===== src/rtl/core/rbh_pkg.sv =====
package rbh_pkg;

    localparam int VALUE_W   = 32;
    localparam int COUNT_W   = 32;
    localparam int WIDTH_W   = 6;
    localparam int QBUF_W    = 40;
    localparam int NRES_W    = 4;
    localparam int CFG_IDX_W = 1;
    localparam int CFG_DAT_W = 6;

    localparam int QUEUE_DEPTH = 4;
    localparam int QPTR_W      = $clog2(QUEUE_DEPTH);

    localparam logic [CFG_IDX_W-1:0] CFG_BIT_WIDTH       = 1'b0;
    localparam logic [CFG_IDX_W-1:0] CFG_LENGTH_PREFIXED = 1'b1;

    typedef enum logic [1:0] {
        ERR_NONE         = 2'd0,
        ERR_TRUNC_VARINT = 2'd1,
        ERR_TRUNC_RUN    = 2'd2,
        ERR_VARINT_LONG  = 2'd3
    } err_t;

    typedef struct packed {
        logic [7:0] data_byte;
        logic       final_byte;
    } in_beat_t;

    typedef struct packed {
        logic [VALUE_W-1:0] value;
        logic [COUNT_W-1:0] repeat_count;
        logic               last_of_item;
        err_t               error_code;
    } out_beat_t;

    // one queued byte: its values come from the low end of word, width bits each
    typedef struct packed {
        logic [QBUF_W-1:0]  word;
        logic [COUNT_W-1:0] count;
        logic [NRES_W-1:0]  n_results;
        logic [WIDTH_W-1:0] width;
        err_t               err;
    } q_entry_t;

    function automatic logic [VALUE_W-1:0] width_mask(input logic [WIDTH_W-1:0] w);
        logic [VALUE_W-1:0] m;
        if (w >= WIDTH_W'(VALUE_W)) begin
            m = '1;
        end else begin
            m = (VALUE_W'(1) << w) - VALUE_W'(1);
        end
        return m;
    endfunction

endpackage


===== src/rtl/core/rbh_queue.sv =====
module rbh_queue (
    input  logic              aclk,
    input  logic              aresetn,
    input  logic              push,
    input  rbh_pkg::q_entry_t wdata,
    output logic              full,
    output logic              rd_valid,
    output rbh_pkg::q_entry_t rdata,
    input  logic              pop
);
    import rbh_pkg::*;

    q_entry_t          mem_reg [QUEUE_DEPTH];
    logic [QPTR_W-1:0] wr_ptr_reg, wr_ptr_next;
    logic [QPTR_W-1:0] rd_ptr_reg, rd_ptr_next;
    logic [QPTR_W:0]   fill_reg, fill_next;

    assign full     = (fill_reg == (QPTR_W+1)'(QUEUE_DEPTH));
    assign rd_valid = (fill_reg != '0);
    assign rdata    = mem_reg[rd_ptr_reg];

    always_comb begin
        wr_ptr_next = wr_ptr_reg;
        rd_ptr_next = rd_ptr_reg;
        fill_next   = fill_reg;
        if (push) begin
            wr_ptr_next = wr_ptr_reg + QPTR_W'(1);
        end
        if (pop) begin
            rd_ptr_next = rd_ptr_reg + QPTR_W'(1);
        end
        if (push && !pop) begin
            fill_next = fill_reg + (QPTR_W+1)'(1);
        end else if (pop && !push) begin
            fill_next = fill_reg - (QPTR_W+1)'(1);
        end
    end

    always_ff @(posedge aclk) begin
        if (!aresetn) begin
            wr_ptr_reg <= '0;
            rd_ptr_reg <= '0;
            fill_reg   <= '0;
        end else begin
            wr_ptr_reg <= wr_ptr_next;
            rd_ptr_reg <= rd_ptr_next;
            fill_reg   <= fill_next;
        end
    end

    always_ff @(posedge aclk) begin
        if (push) begin
            mem_reg[wr_ptr_reg] <= wdata;
        end
    end

endmodule


===== src/rtl/core/rbh_front.sv =====
module rbh_front #(
    parameter int MAX_BIT_WIDTH = 32
) (
    input  logic                              aclk,
    input  logic                              aresetn,
    input  logic                              s_valid,
    output logic                              s_ready,
    input  rbh_pkg::in_beat_t                 s_data,
    input  logic                              cfg_we,
    input  logic [rbh_pkg::CFG_IDX_W-1:0]     cfg_addr,
    input  logic [rbh_pkg::CFG_DAT_W-1:0]     cfg_wdata,
    output logic                              q_push,
    output rbh_pkg::q_entry_t                 q_wdata,
    input  logic                              q_full
);
    import rbh_pkg::*;

    localparam int BUF_W = MAX_BIT_WIDTH + 8;
    localparam int HDR_W = 35;
    localparam int PVL_W = HDR_W + 2;
    localparam int KW_W  = 9;

    typedef enum logic [5:0] {
        PH_START  = 6'b000001,
        PH_PREFIX = 6'b000010,
        PH_HEADER = 6'b000100,
        PH_RLE    = 6'b001000,
        PH_PACKED = 6'b010000,
        PH_DRAIN  = 6'b100000
    } phase_t;

    logic [WIDTH_W-1:0] bit_width_reg;
    logic               len_pref_reg;

    phase_t             phase_reg, phase_next, ph;
    logic [31:0]        bytes_rem_reg, bytes_rem_next;
    logic [1:0]         prefix_idx_reg, prefix_idx_next;
    logic [HDR_W-1:0]   hdr_acc_reg, hdr_acc_next;
    logic [2:0]         shift_cnt_reg, shift_cnt_next;
    logic [COUNT_W-1:0] run_count_reg, run_count_next;
    logic [31:0]        val_acc_reg, val_acc_next;
    logic [1:0]         val_idx_reg, val_idx_next;
    logic [BUF_W-1:0]   bit_buf_reg, bit_buf_next;
    logic [5:0]         bits_reg, bits_next;
    logic [PVL_W-1:0]   pvl_reg, pvl_next;
    logic               counted_reg, counted_next;
    logic [WIDTH_W-1:0] gw_reg, gw_next;

    logic               accept;
    logic [7:0]         b;
    logic [WIDTH_W-1:0] eff_w;
    logic [5:0]         hdr_shamt;
    logic [HDR_W-1:0]   hdr_acc_new;
    logic [HDR_W-2:0]   hdr_count;
    logic [31:0]        val_acc_new;
    logic [2:0]         rle_nbytes;
    logic               rle_done;
    logic [5:0]         bits_sum;
    logic [BUF_W-1:0]   buf_new;
    logic [KW_W-1:0]    prod [9];
    logic [NRES_W-1:0]  k_fit, k_cap, k;
    logic [KW_W-1:0]    kw;
    logic [BUF_W-1:0]   buf_shift;
    logic [5:0]         bits_rem;
    logic [PVL_W-1:0]   pvl_rem;

    logic               data_seen;
    err_t               err;
    q_entry_t           ent;

    assign accept  = s_valid && s_ready;
    assign s_ready = !q_full;
    assign b       = s_data.data_byte;

    always_comb begin
        if (bit_width_reg == '0) begin
            eff_w = WIDTH_W'(1);
        end else if (bit_width_reg > WIDTH_W'(MAX_BIT_WIDTH)) begin
            eff_w = WIDTH_W'(MAX_BIT_WIDTH);
        end else begin
            eff_w = bit_width_reg;
        end
    end

    // varint: seven bits a byte, low group first
    assign hdr_shamt   = {shift_cnt_reg, 3'b000} - {3'b000, shift_cnt_reg};
    assign hdr_acc_new = hdr_acc_reg | (HDR_W'(b[6:0]) << hdr_shamt);
    assign hdr_count   = hdr_acc_new[HDR_W-1:1];

    assign val_acc_new = val_acc_reg | (32'(b) << {val_idx_reg, 3'b000});
    assign rle_nbytes  = 3'((gw_reg + WIDTH_W'(7)) >> 3);
    assign rle_done    = ({1'b0, val_idx_reg} + 3'd1) >= rle_nbytes;

    // packed: how many whole values the buffer holds after this byte
    assign bits_sum = bits_reg + 6'd8;
    assign buf_new  = bit_buf_reg | (BUF_W'(b) << bits_reg);

    always_comb begin
        k_fit = '0;
        for (int j = 0; j < 9; j++) begin
            prod[j] = KW_W'(j) * KW_W'(gw_reg);
        end
        for (int j = 1; j < 9; j++) begin
            if ({3'b000, bits_sum} >= prod[j]) begin
                k_fit = NRES_W'(j);
            end
        end
        k_cap = (pvl_reg < PVL_W'(8)) ? pvl_reg[NRES_W-1:0] : NRES_W'(8);
        k     = (k_fit < k_cap) ? k_fit : k_cap;
        kw    = prod[k];
    end

    assign buf_shift = buf_new >> kw;
    assign bits_rem  = bits_sum - kw[5:0];
    assign pvl_rem   = pvl_reg - PVL_W'(k);

    always_comb begin
        phase_next      = phase_reg;
        bytes_rem_next  = bytes_rem_reg;
        prefix_idx_next = prefix_idx_reg;
        hdr_acc_next    = hdr_acc_reg;
        shift_cnt_next  = shift_cnt_reg;
        run_count_next  = run_count_reg;
        val_acc_next    = val_acc_reg;
        val_idx_next    = val_idx_reg;
        bit_buf_next    = bit_buf_reg;
        bits_next       = bits_reg;
        pvl_next        = pvl_reg;
        counted_next    = counted_reg;
        gw_next         = gw_reg;
        data_seen       = 1'b0;
        err             = ERR_NONE;
        ent.word        = '0;
        ent.count       = '0;
        ent.n_results   = '0;
        ent.width       = gw_reg;

        ph = phase_reg;
        if (phase_reg == PH_START) begin
            ph = len_pref_reg ? PH_PREFIX : PH_HEADER;
        end
        phase_next = ph;

        case (ph)
            PH_PREFIX: begin
                bytes_rem_next = bytes_rem_reg | (32'(b) << {prefix_idx_reg, 3'b000});
                if (prefix_idx_reg == 2'd3) begin
                    prefix_idx_next = '0;
                    counted_next    = 1'b1;
                    phase_next      = (bytes_rem_next != '0) ? PH_HEADER : PH_DRAIN;
                end else begin
                    prefix_idx_next = prefix_idx_reg + 2'd1;
                end
            end
            PH_HEADER: begin
                data_seen    = 1'b1;
                hdr_acc_next = hdr_acc_new;
                if (b[7]) begin
                    if (shift_cnt_reg >= 3'd4) begin
                        err        = ERR_VARINT_LONG;
                        phase_next = PH_DRAIN;
                    end else begin
                        shift_cnt_next = shift_cnt_reg + 3'd1;
                    end
                end else begin
                    gw_next = eff_w;
                    if (hdr_acc_new[0]) begin
                        pvl_next     = {hdr_count, 3'b000};
                        bit_buf_next = '0;
                        bits_next    = '0;
                        phase_next   = (hdr_count != '0) ? PH_PACKED : PH_HEADER;
                    end else begin
                        run_count_next = (|hdr_count[HDR_W-2:32]) ? '1 : hdr_count[31:0];
                        val_acc_next   = '0;
                        val_idx_next   = '0;
                        phase_next     = PH_RLE;
                    end
                    hdr_acc_next   = '0;
                    shift_cnt_next = '0;
                end
            end
            PH_RLE: begin
                data_seen    = 1'b1;
                val_acc_next = val_acc_new;
                if (rle_done) begin
                    if (run_count_reg != '0) begin
                        ent.word      = QBUF_W'(val_acc_new);
                        ent.count     = run_count_reg;
                        ent.n_results = NRES_W'(1);
                    end
                    val_idx_next = '0;
                    phase_next   = PH_HEADER;
                end else begin
                    val_idx_next = val_idx_reg + 2'd1;
                end
            end
            PH_PACKED: begin
                data_seen     = 1'b1;
                ent.word      = QBUF_W'(buf_new);
                ent.count     = COUNT_W'(1);
                ent.n_results = k;
                pvl_next      = pvl_rem;
                if (pvl_rem == '0) begin
                    bit_buf_next = '0;
                    bits_next    = '0;
                    phase_next   = PH_HEADER;
                end else begin
                    bit_buf_next = buf_shift;
                    bits_next    = bits_rem;
                end
            end
            default: begin
            end
        endcase

        // counted stream: length runs out
        if (data_seen && counted_reg && bytes_rem_reg != '0) begin
            bytes_rem_next = bytes_rem_reg - 32'd1;
            if (bytes_rem_reg == 32'd1 && err == ERR_NONE) begin
                if (phase_next == PH_HEADER && shift_cnt_next == '0) begin
                    phase_next = PH_DRAIN;
                end else begin
                    err        = (phase_next == PH_HEADER) ? ERR_TRUNC_VARINT : ERR_TRUNC_RUN;
                    phase_next = PH_DRAIN;
                end
            end
        end

        if (s_data.final_byte) begin
            if (err == ERR_NONE) begin
                case (phase_next)
                    PH_PREFIX: err = ERR_TRUNC_RUN;
                    PH_HEADER: begin
                        if (shift_cnt_next != '0 || counted_next) begin
                            err = ERR_TRUNC_VARINT;
                        end
                    end
                    PH_RLE:    err = ERR_TRUNC_RUN;
                    PH_PACKED: err = ERR_TRUNC_RUN;
                    default: begin
                    end
                endcase
            end
            phase_next      = PH_START;
            bytes_rem_next  = '0;
            prefix_idx_next = '0;
            hdr_acc_next    = '0;
            shift_cnt_next  = '0;
            run_count_next  = '0;
            val_acc_next    = '0;
            val_idx_next    = '0;
            bit_buf_next    = '0;
            bits_next       = '0;
            pvl_next        = '0;
            counted_next    = 1'b0;
            gw_next         = WIDTH_W'(1);
        end

        if (err != ERR_NONE && ent.n_results == '0) begin
            ent.word      = '0;
            ent.count     = '0;
            ent.n_results = NRES_W'(1);
        end
        ent.err = err;
    end

    assign q_push  = accept && (ent.n_results != '0);
    assign q_wdata = ent;

    always_ff @(posedge aclk) begin
        if (!aresetn) begin
            bit_width_reg <= WIDTH_W'(1);
            len_pref_reg  <= 1'b1;
        end else if (cfg_we) begin
            case (cfg_addr)
                CFG_BIT_WIDTH:       bit_width_reg <= cfg_wdata[WIDTH_W-1:0];
                CFG_LENGTH_PREFIXED: len_pref_reg  <= cfg_wdata[0];
                default: begin
                end
            endcase
        end
    end

    always_ff @(posedge aclk) begin
        if (!aresetn) begin
            phase_reg      <= PH_START;
            bytes_rem_reg  <= '0;
            prefix_idx_reg <= '0;
            hdr_acc_reg    <= '0;
            shift_cnt_reg  <= '0;
            run_count_reg  <= '0;
            val_acc_reg    <= '0;
            val_idx_reg    <= '0;
            bit_buf_reg    <= '0;
            bits_reg       <= '0;
            pvl_reg        <= '0;
            counted_reg    <= 1'b0;
            gw_reg         <= WIDTH_W'(1);
        end else if (accept) begin
            phase_reg      <= phase_next;
            bytes_rem_reg  <= bytes_rem_next;
            prefix_idx_reg <= prefix_idx_next;
            hdr_acc_reg    <= hdr_acc_next;
            shift_cnt_reg  <= shift_cnt_next;
            run_count_reg  <= run_count_next;
            val_acc_reg    <= val_acc_next;
            val_idx_reg    <= val_idx_next;
            bit_buf_reg    <= bit_buf_next;
            bits_reg       <= bits_next;
            pvl_reg        <= pvl_next;
            counted_reg    <= counted_next;
            gw_reg         <= gw_next;
        end
    end

endmodule


===== src/rtl/core/rbh_back.sv =====
module rbh_back (
    input  logic               aclk,
    input  logic               aresetn,
    input  logic               q_valid,
    input  rbh_pkg::q_entry_t  q_rdata,
    output logic               q_pop,
    output logic               m_valid,
    input  logic               m_ready,
    output rbh_pkg::out_beat_t m_data
);
    import rbh_pkg::*;

    q_entry_t          cur_reg, cur_next;
    logic [NRES_W-1:0] left_reg, left_next;
    logic              valid_reg, valid_next;
    logic              last, take, load;

    assign last  = (left_reg == NRES_W'(1));
    assign take  = valid_reg && m_ready;
    assign load  = q_valid && (!valid_reg || (take && last));
    assign q_pop = load;

    always_comb begin
        cur_next   = cur_reg;
        left_next  = left_reg;
        valid_next = valid_reg;
        if (load) begin
            cur_next   = q_rdata;
            left_next  = q_rdata.n_results;
            valid_next = 1'b1;
        end else if (take) begin
            if (last) begin
                valid_next = 1'b0;
            end else begin
                // next packed value moves to the bottom
                cur_next.word = cur_reg.word >> cur_reg.width;
                left_next     = left_reg - NRES_W'(1);
            end
        end
    end

    always_ff @(posedge aclk) begin
        if (!aresetn) begin
            valid_reg <= 1'b0;
            left_reg  <= '0;
        end else begin
            valid_reg <= valid_next;
            left_reg  <= left_next;
        end
    end

    always_ff @(posedge aclk) begin
        cur_reg <= cur_next;
    end

    assign m_valid             = valid_reg;
    assign m_data.value        = cur_reg.word[VALUE_W-1:0] & width_mask(cur_reg.width);
    assign m_data.repeat_count = cur_reg.count;
    assign m_data.last_of_item = last;
    assign m_data.error_code   = last ? cur_reg.err : ERR_NONE;

endmodule


===== src/rtl/core/rle_bitpacked_hybrid_decoder_unit.sv =====
// Decoder for the RLE / bit-packed hybrid run format, one encoded byte per beat
// on s_, decoded values on m_ with a repeat count (RLE runs are not expanded).
// Bytes are accepted at one per cycle while the queue is not full. A byte that
// completes k packed values (up to eight) gives k result beats, one value each;
// a four-entry queue between the byte parser and the result stage absorbs this,
// and s_ready drops while that queue is full. RLE values and error beats give a
// single result beat. The user must write bit_width and length_prefixed through
// the cfg_ port only while no stream is in flight; the block itself does not
// enforce this. The length flag is sampled at the first byte of each stream and
// the width at each run header. No clearing pass is needed after reset.
module rle_bitpacked_hybrid_decoder_unit #(
    parameter int MAX_BIT_WIDTH = 32
) (
    input  logic                          aclk,
    input  logic                          aresetn,
    input  logic                          s_valid,
    output logic                          s_ready,
    input  rbh_pkg::in_beat_t             s_data,
    output logic                          m_valid,
    input  logic                          m_ready,
    output rbh_pkg::out_beat_t            m_data,
    input  logic                          cfg_we,
    input  logic [rbh_pkg::CFG_IDX_W-1:0] cfg_addr,
    input  logic [rbh_pkg::CFG_DAT_W-1:0] cfg_wdata
);
    import rbh_pkg::*;

    logic     q_push, q_full, q_valid, q_pop;
    q_entry_t q_wdata, q_rdata;

    rbh_front #(
        .MAX_BIT_WIDTH(MAX_BIT_WIDTH)
    ) u_front (
        .aclk     (aclk),
        .aresetn  (aresetn),
        .s_valid  (s_valid),
        .s_ready  (s_ready),
        .s_data   (s_data),
        .cfg_we   (cfg_we),
        .cfg_addr (cfg_addr),
        .cfg_wdata(cfg_wdata),
        .q_push   (q_push),
        .q_wdata  (q_wdata),
        .q_full   (q_full)
    );

    rbh_queue u_queue (
        .aclk    (aclk),
        .aresetn (aresetn),
        .push    (q_push),
        .wdata   (q_wdata),
        .full    (q_full),
        .rd_valid(q_valid),
        .rdata   (q_rdata),
        .pop     (q_pop)
    );

    rbh_back u_back (
        .aclk    (aclk),
        .aresetn (aresetn),
        .q_valid (q_valid),
        .q_rdata (q_rdata),
        .q_pop   (q_pop),
        .m_valid (m_valid),
        .m_ready (m_ready),
        .m_data  (m_data)
    );

    // an error code only rides on the closing beat of a byte
    a_err_on_last: assert property (@(posedge aclk) disable iff (!aresetn)
        m_valid && m_data.error_code != ERR_NONE |-> m_data.last_of_item)
        else $error("error code on a non-final beat");

    // only packed bytes give several beats, each with count one
    a_multi_is_packed: assert property (@(posedge aclk) disable iff (!aresetn)
        m_valid && !m_data.last_of_item |-> m_data.repeat_count == 32'd1)
        else $error("non-final beat with count other than one");

    // zero count only on a bare error beat
    a_zero_count_err: assert property (@(posedge aclk) disable iff (!aresetn)
        m_valid && m_data.repeat_count == '0
            |-> m_data.error_code != ERR_NONE && m_data.value == '0)
        else $error("zero count beat without error");

endmodule

===== config.mk =====
export PLATFORM = sky130hd
export DESIGN_NAME = rle_bitpacked_hybrid_decoder_unit
export DESIGN_NICKNAME = d
export VERILOG_FILES = /design/src/rtl/core/rbh_pkg.sv /design/src/rtl/core/rbh_queue.sv /design/src/rtl/core/rbh_front.sv /design/src/rtl/core/rbh_back.sv /design/src/rtl/core/rle_bitpacked_hybrid_decoder_unit.sv
export SDC_FILE = /design/constraint.sdc
export NUM_CORES = 2
export LEC_CHECK = 0
export ABC_AREA = 1
export BUFFER_PORTS_ARGS = -buffer_cell sky130_fd_sc_hd__buf_4
export CAP_MARGIN = 15
export CORE_MARGIN = 8
export CORE_UTILIZATION = 40
export CTS_BUF_LIST = sky130_fd_sc_hd__clkbuf_16
export CTS_CLUSTER_DIAMETER = 50
export DETAILED_ROUTE_END_ITERATION = 7
export GPL_TIMING_DRIVEN = 0
export HOLD_SLACK_MARGIN = 0.1
export PLACE_DENSITY = 0.53
export SETUP_SLACK_MARGIN = 0.1
export SYNTH_ARGS = -nofsm -noshare
export SYNTH_HDL_FRONTEND = slang
export SYNTH_HIERARCHICAL = 1
export SYNTH_SLANG_ARGS = --single-unit

===== constraint.sdc =====
create_clock -name aclk -period 23.3 [get_ports aclk]
set_input_delay 2.33 -clock aclk [delete_from_list [all_inputs] [get_ports aclk]]
set_output_delay 2.33 -clock aclk [all_outputs]
set_load 0.02 [all_outputs]

==> impl_metrics.env <==
export IMPL_status="finished clean"
export IMPL_yosysWarnings=6
export IMPL_syn2layout_area_growth_pct=13.4
export IMPL_gp_congestion=0.996
export IMPL_synth_seq_cells=671
export IMPL_period_needed_ns=10.92
export IMPL_syn_area_per_cell_um2=7.88
export IMPL_h_tree_depth=3
export IMPL_chipWidth_um=335
export IMPL_max_freq_mhz=91.6
export IMPL_cts_sinks=671
export IMPL_worstPathMaxFanout=47
export IMPL_cp_end_kind="flop"
export IMPL_worstMarginPinSlew_ns=1.18
export IMPL_antenna_left=0
export IMPL_finalPower_mw=6.86
export IMPL_syn_cell_area_mm2=0.0407
export IMPL_finalHoldViolCount=0
export IMPL_crit_slowest_cell="a41oi_1"
export IMPL_wl_per_cell_um=22.5
export IMPL_critical_path_arrival_ns=11.24
export IMPL_vdd_drop_max_mv=0.128
export IMPL_yosysUniqueCellTypes=80
export IMPL_antenna_found_initial=1
export IMPL_grt_pass1_vias=35426
export IMPL_wl_mm=152
export IMPL_cts_tree="yes"
export IMPL_power_density_mw_per_mm2=149
export IMPL_relSlewSlack_pct=21.0
export IMPL_required_ns=23.62
export IMPL_dp_hpwl_mm=115
export IMPL_cts_made_buffers=93
export IMPL_grt_overflow=0
export IMPL_clock_skew_ns=0.0296
export IMPL_p_leak_nw=19.0
export IMPL_hold_buffers=0
export IMPL_ctsRootBufferMaster="clkbuf_16"
export IMPL_grt_start_max_net_pins=50
export IMPL_clockBufferDepth=3
export IMPL_grt_first_pass_wirelength_mm=226
export IMPL_num_vias=37717
export IMPL_syn_inst=5158
export IMPL_num_rows=117
export IMPL_dr_pass1_iters=7
export IMPL_worstSkewPairLatency_ns=0.67
export IMPL_post_cts_resized=0
export IMPL_worstSetupPathType="flop to flop"
export IMPL_drive_above_1_share_pct=12.1
export IMPL_portBuffers=87
export IMPL_largest_reg_flops=336
export IMPL_synthFlopType="edfxtp_1"
export IMPL_postCtsSetupBuffers=0
export IMPL_cpPeakStageDelay_ns=0.85
export IMPL_synth_nets=5284
export IMPL_core_mm2=0.101
export IMPL_setup_viol=0
export IMPL_layout_common_cells="nand2_1, nor2_1, nand3_1, inv_1, o21ai_0"
export IMPL_rsz0062_at_grt="no"
export IMPL_ys_seq_area_share_pct=43.3
export IMPL_path_clk_slew_ns=0.06
export IMPL_avgViaCountPerCell=5.56
export IMPL_die_y_um=335
export IMPL_grt_usage_pct=26.2
export IMPL_drt_initial_drc_count=4187
export IMPL_start_util_pct=40.1
export IMPL_crit_top_cell="a21oi_1"
export IMPL_fin_crit_sh_pct=46.9
export IMPL_num_antenna_cells=0
export IMPL_pin_count=90
export IMPL_drc=0
export IMPL_startpoint_type="flop"
export IMPL_die_area_mm2=0.112
export IMPL_max_cap_violations=0
export IMPL_fin_nets=5472
export IMPL_synthArstFlopShare_pct=0
export IMPL_setup_tns_ns=0
export IMPL_layout_commonest_cell="nand2_1"
export IMPL_synth_edf_count=416
export IMPL_slew_viol_final=0
export IMPL_hp_class="flop to flop"
-- final timing paths --
check,startpoint,end,slack (ns),cells past startpoint
worst max-delay path,u_front/gw_reg[2],u_queue/mem_reg[0][23],12.38,43
worst min-delay path,u_queue/rd_ptr_reg[1],flop,0.44,1
worst max register to register,u_front/gw_reg[2],u_queue/mem_reg[0][23],12.38,43
worst min register to register,u_queue/rd_ptr_reg[1],flop,0.44,1
-- critical path, delay by kind of cell, from the launching register on --
family	cells	cell delay, ns
compound gates	9	2.43
xor+xnor	2	0.57
fa+ha+maj	6	2.17
buf+inv	4	1.11
flops	1	0.84
simple gates	22	3.34
-- where the power goes --
| group | leakage, nW | switching [mW] | internal, mW |
|---|---|---|---|
| sequential | 6.44 | 0.123 | 1.56 |
| combinational | 11.1 | 2.69 | 1.15 |
| clock | 1.45 | 0.558 | 0.773 |
| total | 19.0 | 3.37 | 3.48 |
-- final cells by class --
class / instances / area [um2]
fill: 10425 / 55200
multi-input combinational: 3657 / 19400
sequential: 671 / 17600
clock buffer: 94 / 2350
inverter: 514 / 1960
buffer: 316 / 1760
tap: 1368 / 1710
timing repair buffer: 93 / 803
clock inverter: 72 / 556
-- logic make-up (layout without fill, tap and decap cells) --
kind of cell	after synthesis	in the layout	synth area share, %
XOR/XNOR	60	60	1.31
flip-flops	671	671	43.3
multiplexers	8	8	0.197
buffers and inverters	830	1089	9.11
AND/OR/NAND/NOR	2360	2360	26.3
AO/OA/AOI/OAI	1124	1124	16.4
adder cells (fa/ha/maj)	105	105	3.43
-- metal layers --
layer	share of wire, %	up-vias	global-route usage [%]
met3	7.1	296	3.93
met5	0	-	0
met2	45	1471	41.5
li1	-	18012	-
met4	3.7	0	9.12
met1	45	17938	36.3
-- synthesized netlist by cell type, types with 43 or more instances --
master | count | share of area, %
nand3_1 | 490 | 6.0
clkbuf_1 | 154 | 1.4
o21ai_1 | 47 | 0.58
nor2_1 | 506 | 4.7
buf_2 | 75 | 0.92
nor2_4 | 53 | 1.5
inv_1 | 462 | 4.3
edfxtp_1 | 416 | 31
o22ai_1 | 48 | 0.74
nand2_1 | 1025 | 9.5
a21oi_1 | 325 | 4.0
buf_4 | 53 | 0.98
o211ai_1 | 45 | 0.83
nand4_1 | 52 | 0.80
a211oi_1 | 45 | 0.83
xor2_1 | 43 | 0.93
nor3_1 | 80 | 0.98
o21ai_0 | 420 | 5.2
ha_1 | 94 | 2.9
dfxtp_1 | 255 | 13
-- through the flow --
stage          setup slack, ns  hold WS, ns  area, um2  utilization [%]  instances
2_1_floorplan            13.88        0.412      40700                -       5158
3_3_place_gp             10.36        0.431      43000             42.5       6613
3_5_place_dp             12.50        0.432      43200             42.6       6619
4_1_cts                  12.47        0.446      46100             45.5       6785
5_1_grt                  11.73        0.471      46100             45.5       6785
6_report                 12.38        0.441      46100             45.5       6785
(Power assumes the default switching activity.)
